### src/hdl/ftfs_pkg.sv
// Package for the fixed-timestep frame scheduler: widths, codes, payload types.
// Depends on nothing.
package ftfs_pkg;
   localparam int TimeWidth = 63;
   localparam int CntWidth  = 64;
   localparam int UpdWidth  = 32;
   localparam int CsrAddrWidth = 2;

   localparam logic [CsrAddrWidth-1:0] CsrStep      = 2'd0;
   localparam logic [CsrAddrWidth-1:0] CsrMaxFrame  = 2'd1;
   localparam logic [CsrAddrWidth-1:0] CsrMaxUpdate = 2'd2;

   localparam logic [2:0] StatusOk        = 3'd0;
   localparam logic [2:0] StatusNegative  = 3'd1;
   localparam logic [2:0] StatusFrameFull = 3'd2;
   localparam logic [2:0] StatusAccOvf    = 3'd3;
   localparam logic [2:0] StatusDropOvf   = 3'd4;
   localparam logic [2:0] StatusSimOvf    = 3'd5;
   localparam logic [2:0] StatusDropTotOvf= 3'd6;
   localparam logic [2:0] StatusTickOvf   = 3'd7;

   localparam logic CmdAdvance = 1'b0;
   localparam logic CmdClear   = 1'b1;

   typedef struct packed {
      logic               cmd;
      logic signed [63:0] elapsed_ns;
   } req_type;

   typedef struct packed {
      logic [2:0]           status;
      logic [CntWidth-1:0]  frame_number;
      logic [CntWidth-1:0]  first_tick;
      logic [UpdWidth-1:0]  update_count;
      logic [TimeWidth-1:0] accepted_ns;
      logic [TimeWidth-1:0] dropped_ns;
      logic [TimeWidth-1:0] remainder_ns;
      logic [UpdWidth-1:0]  blend_fraction;
      logic                 clamped;
      logic                 limit_hit;
      logic [TimeWidth-1:0] simulated_total_ns;
      logic [TimeWidth-1:0] dropped_total_ns;
   } rsp_type;

   typedef struct packed {
      logic [CsrAddrWidth-1:0] index;
      logic [63:0]             data;
   } csr_type;
endpackage

### src/hdl/ftfs_if.sv
// Valid/ready channel interfaces for the frame scheduler.
// Depends on ftfs_pkg.
interface ftfs_req_if;
   logic valid;
   logic ready;
   ftfs_pkg::req_type data;
   modport source (output valid, output data, input ready);
   modport sink (input valid, input data, output ready);
endinterface

interface ftfs_rsp_if;
   logic valid;
   logic ready;
   ftfs_pkg::rsp_type data;
   modport source (output valid, output data, input ready);
   modport sink (input valid, input data, output ready);
endinterface

interface ftfs_csr_if;
   logic valid;
   logic ready;
   ftfs_pkg::csr_type data;
   modport source (output valid, output data, input ready);
   modport sink (input valid, input data, output ready);
endinterface

### src/hdl/fixed_timestep_frame_scheduler.sv
// Fixed-timestep frame scheduler: one shared 64-bit add/subtract unit under a one-hot
// sequencer. Depends on ftfs_pkg and ftfs_if.
// Clear goes straight to the response. Advance runs a check, where a negative, full counter
// or accumulator overflow ends it, then a 64-step divide, a 32-step and a 63-step multiply,
// 6 check steps, where a later overflow ends it, and a 32-step fraction. A new request is
// taken only after the last response transfer. Sync reset clears state, loads defaults.
module fixed_timestep_frame_scheduler (
   input logic clock,
   input logic reset,
   ftfs_req_if.sink req,
   ftfs_rsp_if.source rsp,
   ftfs_csr_if.sink csr
);
   typedef enum logic [7:0] {
      S_IDLE = 8'b0000_0001,
      S_CHK  = 8'b0000_0010,
      S_DIV  = 8'b0000_0100,
      S_MULP = 8'b0000_1000,
      S_MULD = 8'b0001_0000,
      S_POST = 8'b0010_0000,
      S_FRAC = 8'b0100_0000,
      S_OUT  = 8'b1000_0000
   } state_type;

   state_type state_ff, state_in;
   logic [62:0] step_ff, maxf_ff;
   logic [31:0] maxu_ff;
   logic [62:0] pend_ff, simt_ff, dropt_ff;
   logic [63:0] frames_ff, ticks_ff;
   logic [63:0] raw_ff;
   logic [62:0] acc_ff, cdrop_ff, sum_ff, ldrop_ff, prod_ff;
   logic [63:0] quo_ff, rem_ff;
   logic [63:0] mq_ff;
   logic [6:0]  cnt_ff;
   logic        clamp_ff, lhit_ff;
   logic [31:0] sched_ff;
   ftfs_pkg::rsp_type out_ff;
   logic [63:0] a_op, b_op, alu_sum, alu_diff;
   logic        alu_borrow;
   logic [62:0] step_eff;
   logic [63:0] avail_m;
   logic [63:0] div_q;
   logic        clip_c;
   logic [62:0] acc_c;
   logic [2:0]  chk_status;

   assign step_eff = (step_ff == '0) ? 63'd1 : step_ff;
   assign req.ready = (state_ff == S_IDLE);
   assign csr.ready = (state_ff == S_IDLE);
   assign rsp.valid = (state_ff == S_OUT);
   assign rsp.data = out_ff;
   assign alu_sum = a_op + b_op;
   assign {alu_borrow, alu_diff} = {1'b0, a_op} - {1'b0, b_op};
   assign avail_m = quo_ff - {32'd0, sched_ff};
   assign div_q = {quo_ff[62:0], !alu_borrow};
   assign clip_c = raw_ff > {1'b0, maxf_ff};
   assign acc_c = clip_c ? maxf_ff : raw_ff[62:0];

   always_comb begin
      priority if (raw_ff[63]) chk_status = ftfs_pkg::StatusNegative;
      else if (frames_ff == '1) chk_status = ftfs_pkg::StatusFrameFull;
      else if ({1'b0, pend_ff} + {1'b0, acc_c} > 64'h7FFF_FFFF_FFFF_FFFF)
         chk_status = ftfs_pkg::StatusAccOvf;
      else chk_status = ftfs_pkg::StatusOk;
   end

   // shared unit operand select
   always_comb begin
      a_op = '0;
      b_op = '0;
      unique case (state_ff)
         S_DIV, S_FRAC: begin
            a_op = {rem_ff[62:0], (state_ff == S_DIV) ? mq_ff[63] : 1'b0};
            b_op = {1'b0, step_eff};
         end
         S_MULP: begin
            a_op = {prod_ff, 1'b0};
            b_op = {1'b0, step_eff};
         end
         S_MULD: begin
            a_op = {1'b0, ldrop_ff};
            b_op = mq_ff[0] ? ({1'b0, step_eff} << cnt_ff[5:0]) : 64'd0;
         end
         default: begin
            a_op = '0;
            b_op = '0;
         end
      endcase
   end

   always_comb begin
      state_in = state_ff;
      unique case (state_ff)
         S_IDLE: if (req.valid) state_in = (req.data.cmd == ftfs_pkg::CmdClear) ? S_OUT : S_CHK;
         S_CHK:  state_in = (chk_status != ftfs_pkg::StatusOk) ? S_OUT : S_DIV;
         S_DIV:  if (cnt_ff == 7'd63) state_in = S_MULP;
         S_MULP: if (cnt_ff == 7'd31) state_in = S_MULD;
         S_MULD: if (cnt_ff == 7'd62) state_in = S_POST;
         S_POST: state_in = (cnt_ff == 7'd5) ? ((out_ff.status != ftfs_pkg::StatusOk) ?
                            S_OUT : S_FRAC) : S_POST;
         S_FRAC: if (cnt_ff == 7'd31) state_in = S_OUT;
         S_OUT:  if (rsp.ready) state_in = S_IDLE;
         default: state_in = S_IDLE;
      endcase
   end

   always_ff @(posedge clock) begin
      if (reset) begin
         state_ff <= S_IDLE;
         step_ff <= 63'd16666667;
         maxf_ff <= 63'd250000000;
         maxu_ff <= 32'd8;
         pend_ff <= '0; simt_ff <= '0; dropt_ff <= '0;
         frames_ff <= '0; ticks_ff <= '0;
      end else begin
         state_ff <= state_in;
         if (csr.valid && state_ff == S_IDLE) begin
            unique case (csr.data.index)
               ftfs_pkg::CsrStep:      step_ff <= csr.data.data[62:0];
               ftfs_pkg::CsrMaxFrame:  maxf_ff <= csr.data.data[62:0];
               ftfs_pkg::CsrMaxUpdate: maxu_ff <= csr.data.data[31:0];
               default: ;
            endcase
         end
         unique case (state_ff)
            S_IDLE: if (req.valid) begin
               out_ff <= '0;
               raw_ff <= req.data.elapsed_ns;
               cnt_ff <= '0;
               if (req.data.cmd == ftfs_pkg::CmdClear) begin
                  pend_ff <= '0; simt_ff <= '0; dropt_ff <= '0;
                  frames_ff <= '0; ticks_ff <= '0;
               end
            end
            S_CHK: begin
               clamp_ff <= clip_c;
               acc_ff <= acc_c;
               cdrop_ff <= clip_c ? raw_ff[62:0] - maxf_ff : '0;
               sum_ff <= pend_ff + acc_c;
               mq_ff <= {1'b0, pend_ff + acc_c};
               rem_ff <= '0;
               quo_ff <= '0;
               prod_ff <= '0;
               ldrop_ff <= '0;
               out_ff.status <= chk_status;
            end
            S_DIV: begin
               cnt_ff <= (cnt_ff == 7'd63) ? 7'd0 : cnt_ff + 7'd1;
               mq_ff <= {mq_ff[62:0], 1'b0};
               rem_ff <= !alu_borrow ? alu_diff : a_op;
               quo_ff <= div_q;
               if (cnt_ff == 7'd63) begin
                  sched_ff <= (div_q < {32'd0, maxu_ff}) ? div_q[31:0] : maxu_ff;
               end
            end
            S_MULP: begin
               // processed = sched * step, sched is 32 bit: shift-add from MSB
               cnt_ff <= (cnt_ff == 7'd31) ? 7'd0 : cnt_ff + 7'd1;
               prod_ff <= sched_ff[5'd31 - cnt_ff[4:0]] ? alu_sum[62:0] : a_op[62:0];
               if (cnt_ff == 7'd31) begin
                  mq_ff <= avail_m;
                  lhit_ff <= quo_ff > {32'd0, maxu_ff};
               end
            end
            S_MULD: begin
               cnt_ff <= (cnt_ff == 7'd62) ? 7'd0 : cnt_ff + 7'd1;
               mq_ff <= {1'b0, mq_ff[63:1]};
               ldrop_ff <= alu_sum[62:0];
            end
            S_POST: begin
               cnt_ff <= (cnt_ff == 7'd5) ? 7'd0 : cnt_ff + 7'd1;
               unique case (cnt_ff)
                  7'd0: rem_ff <= {1'b0, sum_ff - prod_ff - ldrop_ff};
                  7'd1: if ({1'b0, cdrop_ff} + {1'b0, ldrop_ff} > 64'h7FFF_FFFF_FFFF_FFFF)
                           out_ff.status <= ftfs_pkg::StatusDropOvf;
                  7'd2: if (out_ff.status == ftfs_pkg::StatusOk &&
                            {1'b0, simt_ff} + {1'b0, prod_ff} > 64'h7FFF_FFFF_FFFF_FFFF)
                           out_ff.status <= ftfs_pkg::StatusSimOvf;
                  7'd3: if (out_ff.status == ftfs_pkg::StatusOk &&
                            {1'b0, dropt_ff} + {1'b0, cdrop_ff + ldrop_ff} >
                            64'h7FFF_FFFF_FFFF_FFFF)
                           out_ff.status <= ftfs_pkg::StatusDropTotOvf;
                  7'd4: if (out_ff.status == ftfs_pkg::StatusOk &&
                            ticks_ff > ~{32'd0, sched_ff})
                           out_ff.status <= ftfs_pkg::StatusTickOvf;
                  default: begin
                     quo_ff <= '0;
                  end
               endcase
            end
            S_FRAC: begin
               cnt_ff <= cnt_ff + 7'd1;
               rem_ff <= !alu_borrow ? alu_diff : a_op;
               quo_ff <= div_q;
               if (cnt_ff == 7'd31) begin
                  out_ff.frame_number <= frames_ff;
                  out_ff.first_tick <= ticks_ff;
                  out_ff.update_count <= sched_ff;
                  out_ff.accepted_ns <= acc_ff;
                  out_ff.dropped_ns <= cdrop_ff + ldrop_ff;
                  out_ff.remainder_ns <= sum_ff - prod_ff - ldrop_ff;
                  out_ff.blend_fraction <= div_q[31:0];
                  out_ff.clamped <= clamp_ff;
                  out_ff.limit_hit <= lhit_ff;
                  out_ff.simulated_total_ns <= simt_ff + prod_ff;
                  out_ff.dropped_total_ns <= dropt_ff + cdrop_ff + ldrop_ff;
                  pend_ff <= sum_ff - prod_ff - ldrop_ff;
                  simt_ff <= simt_ff + prod_ff;
                  dropt_ff <= dropt_ff + cdrop_ff + ldrop_ff;
                  ticks_ff <= ticks_ff + {32'd0, sched_ff};
                  frames_ff <= frames_ff + 64'd1;
               end
            end
            default: ;
         endcase
      end
   end
endmodule

### src/flat_wrapper.sv
// flat-port wrapper written by rule: the top's interface ports become plain ports
module fixed_timestep_frame_scheduler_flat 
  (clock, reset, req_valid, req_data, req_ready, rsp_valid, rsp_data, rsp_ready, csr_valid, csr_data, csr_ready);
  ftfs_req_if req_i ();
  ftfs_rsp_if rsp_i ();
  ftfs_csr_if csr_i ();
  input logic clock;
  input logic reset;
  input wire logic [$bits(req_i.valid)-1:0] req_valid;
  input wire logic [$bits(req_i.data)-1:0] req_data;
  output wire logic [$bits(req_i.ready)-1:0] req_ready;
  output wire logic [$bits(rsp_i.valid)-1:0] rsp_valid;
  output wire logic [$bits(rsp_i.data)-1:0] rsp_data;
  input wire logic [$bits(rsp_i.ready)-1:0] rsp_ready;
  input wire logic [$bits(csr_i.valid)-1:0] csr_valid;
  input wire logic [$bits(csr_i.data)-1:0] csr_data;
  output wire logic [$bits(csr_i.ready)-1:0] csr_ready;
  assign req_i.valid = req_valid;
  assign req_i.data = req_data;
  assign req_ready = req_i.ready;
  assign rsp_valid = rsp_i.valid;
  assign rsp_data = rsp_i.data;
  assign rsp_i.ready = rsp_ready;
  assign csr_i.valid = csr_valid;
  assign csr_i.data = csr_data;
  assign csr_ready = csr_i.ready;
  fixed_timestep_frame_scheduler u_core (.clock(clock), .reset(reset), .req(req_i), .rsp(rsp_i), .csr(csr_i));
endmodule
### config.mk
export PLATFORM = sky130hd
export DESIGN_NAME = fixed_timestep_frame_scheduler_flat
export DESIGN_NICKNAME = d
export VERILOG_FILES = /design/src/hdl/ftfs_pkg.sv /design/src/hdl/ftfs_if.sv /design/src/hdl/fixed_timestep_frame_scheduler.sv /design/src/flat_wrapper.sv
export SDC_FILE = /design/constraint.sdc
export NUM_CORES = 2
export LEC_CHECK = 0
export BUFFER_PORTS_ARGS = -buffer_cell sky130_fd_sc_hd__buf_2
export CAP_MARGIN = 5
export CORE_ASPECT_RATIO = 1.1
export CORE_MARGIN = 2
export CORE_UTILIZATION = 51
export DETAILED_ROUTE_END_ITERATION = 10
export PLACE_DENSITY = 0.69
export SLEW_MARGIN = 20
export SYNTH_ARGS = -nofsm -noshare
export SYNTH_HDL_FRONTEND = slang
export SYNTH_SLANG_ARGS = --single-unit
export TNS_END_PERCENT = 5
### constraint.sdc
create_clock -name clock -period 62.4 [get_ports clock]
set_input_delay 12.48 -clock clock [delete_from_list [all_inputs] [get_ports clock]]
set_output_delay 12.48 -clock clock [all_outputs]
set_load 0.03 [all_outputs]
==> metrics <==
status finished clean; Nets 12300; dpl hpwl 307000 microns; deepest clock path buffer count 3; Slew Limit Fails 0; DR vias/cell 6.33; Worst R2R Path Depth 26; reg-to-reg slack, setup 51.75 ns; first-pass GRT wire length 561000 microns; Worst Hold Launch u_core.maxf_ff[11]; Max stage delay on crit path 0.78 ns; final WL 392000 microns; Synth Cell Area 103000 sq um; worst r2r dst u_core.sched_ff[2]; CTS sink cnt 1606; CP startpoint kind input port; vias in the first global route 84500; Crit Path Class input port to flop; CTS H-tree depth 4; clock slew at reported path FFs 0.06 ns; number of buffers created by CTS 170; Post-synth EDFFs 1123; area of the core 200000 sq um; Critical Path Most Common Cell buf_4; GRT Util Overall 0.371; Vias 89500; Synth Warn # 0; distinct cell type count after synthesis 91; CP delay by family, top buffers and inverters; Hold Vio Cnt, Final 0; area leader, netlist edfxtp_1; relative slew slack 0.156; pwr/cell area 26.0 nW/um^2; setup tns final 0 ns; Final Wtd Congestion 1.05; Die Y 475 microns; drt drc 0; worst clock skew 0.0419 ns; critical path peak fanout 75; Buf/Inv on CP 7; fin crit share 0.261; Finished Core Util 0.572; Power, Total 2.98 mW; port buffer count 649; pin count of the biggest net entering global routing 187; share of layout cells above drive strength 1 0.110; #FFs+latches synth 1606; DR WL/cell 27.7 microns; CP cell instances buf_8, a211oi_4, buf_4, buf_4, buf_16, buf_4, buf_4, buf_4; post-CTS sizing 0; arrival time of the worst setup path 16.79 ns; FF-to-FF Start u_core.state_ff[3]; Cells after Synth 11000; initial DRC count 9913; sequential-to-total area share from yosys stat 0.422; syn nets 12000; CTS tree built; fmax 61.3 MHz; Max Cap Violations 0; Mean Syn Cell Area 9.36 sq um; global route total overflow 0; Worst Path Required 62.88 ns; DR pass1 iterations 9; Synth area leaders edfxtp_1 (33%), dfxtp_1 (9.4%), ha_1 (8.5%), a21oi_1 (5.1%), nand2_1 (4.6%); Slew @ Worst Pin 1.26 ns; ys flop type edfxtp_1; Synth top area share 0.328; root buf cell clkbuf_16; slowest stage cell, crit path buf_4; Min-Delay Path Depth 2; initial antenna violation count 54; Post-CTS Hold Buffers 0; die area 205000 sq um; postcts setup bufs 0; Area growth, synth to finish 11.3%; FFs w/ async S/R, synth 0; fin crit period 16.31 ns; worst min-delay path endpoint u_core.maxf_ff[11]; starting density of the core 0.514; RSZ-0062 raised after global routing no; Die Span X 432 microns; Top Ports 651; leakage power 46.4 nW; crit end category flop; ANT nets after route 0; hold crit path type flop to flop; Clk Latency, worst-skew pair 0.88 ns; Peak VDD IR 0.0000259 V; endpoints failing setup 0; row cnt 172
worst max-delay path by stage:
| stage | cells after the start | start | slack [ns] | endpoint |
|---|---|---|---|---|
| 2_1_floorplan | 3 | reset | 10.44 | u_core.rsp.data[0] |
| 3_3_place_gp | 7 | reset | 45.26 | u_core.rsp.data[15] |
| 3_5_place_dp | 7 | reset | 45.06 | u_core.rsp.data[15] |
| 4_1_cts | 7 | reset | 45.98 | u_core.rsp.data[17] |
| 5_1_grt | 8 | reset | 45.81 | u_core.rsp.data[241] |
| 6_report | 8 | reset | 46.09 | u_core.rsp.data[241] |
worst reg2reg max path: stages (launching register included):
cell and delay, ns:
dfxtp_1 0.37, nor4_1 0.72, nand2_1 0.38, nor3b_2 0.29
buf_4 0.68, buf_4 0.91, or2_4 0.58, buf_4 0.40
buf_4 0.53, buf_4 0.64, nand2_1 0.15, o221ai_1 0.20
ha_1 0.44, nand2_1 0.17, nor4_1 0.11, a221oi_1 0.28
o211ai_1 0.19, a221o_1 0.37, a41o_1 0.31, a21oi_2 0.30
o311a_4 0.26, o21a_2 0.13, buf_4 0.34, a41oi_2 0.39
a2111oi_4 0.38, buf_4 0.45, mux2_2 0.45
cell type report:
cell class / instances / area (sq um)
multi-input combinational: 8272 / 55600
inverter: 535 / 2010
antenna: 25 / 62.6
sequential: 1606 / 43400
clock buffer: 233 / 4700
timing repair buffer: 773 / 4310
clock inverter: 87 / 1260
tap: 2610 / 3270
fill: 17600 / 85600
cell families (layout without fill, tap and decap cells):
family,count (synthesis),in the layout,share of synthesized area
other cells,0,25,0
simple gates,3620,3620,0.164
xor+xnor,622,622,0.0529
flops,1606,1606,0.422
fa+ha+maj,832,832,0.111
compound gates,3012,3012,0.183
buf+inv,1111,1628,0.0410
mux,186,186,0.0266
synthesized netlist by cell type (102+ instances only):
master    instances
a211oi_1        112
a21o_1          361
a21oi_1        1056
a22oi_1         102
and2_1          397
clkbuf_1        504
dfxtp_1         483
edfxtp_1       1123
fa_1            133
ha_1            699
inv_1           526
nand2_1        1248
nand3_1         165
nand4_1         176
nor2_1          994
nor2b_1         117
nor3_1          129
o21ai_0         607
o21bai_1        113
xnor2_1         385
xor2_1          237
registers in the layout, summed over array words and instances, names as in the netlist, 64 cells and up:
signal            cells
u_core.mq_ff         64
u_core.quo_ff        64
u_core.raw_ff        64
u_core.rsp.data     512
u_core.frames_ff     64
u_core.ticks_ff      64
through the flow:
stage / hold slack, ns / std cells / instance area [sq um] / worst slack (ns)
detailed placement: 0.446 / 13800 / 108000 / 45.06
finish: 0.451 / 14100 / 115000 / 46.09
CTS: 0.453 / 14100 / 114000 / 45.98
global placement: 0.437 / 13800 / 108000 / 45.26
floorplan: 0.429 / 11000 / 103000 / 10.44
global route: 0.462 / 14100 / 115000 / 45.81
layer usage:
metal,up-vias,routed length [microns],global-route usage,share of wire
met5,-,198,0,0.00050
met4,24,22300,0.187,0.057
met3,837,38900,0.0816,0.099
met2,4620,172000,0.566,0.44
met1,43600,159000,0.496,0.40
li1,40300,-,-,-
layout by cell type (no fill, tap or decap), drive strengths merged, types with 112 or more instances in the layout:
| master | instances |
|---|---|
| inv | 544 |
| nor3 | 129 |
| xor2 | 237 |
| nor2 | 994 |
| nor2b | 117 |
| nand2 | 1248 |
| o21bai | 113 |
| ha | 699 |
| edfxtp | 1123 |
| a21oi | 1057 |
| nand4 | 176 |
| buf | 773 |
| clkbuf | 233 |
| a21o | 361 |
| dfxtp | 483 |
| fa | 133 |
| xnor2 | 385 |
| nand3 | 165 |
| and2 | 397 |
| o21ai | 612 |
| a211oi | 112 |
power by group:
group	switching [mW]	internal (mW)
clock	0.467	0.621
combinational	0.469	0.177
sequential	0.0356	1.21
Note: power is estimated with default switching activity, not from simulation.
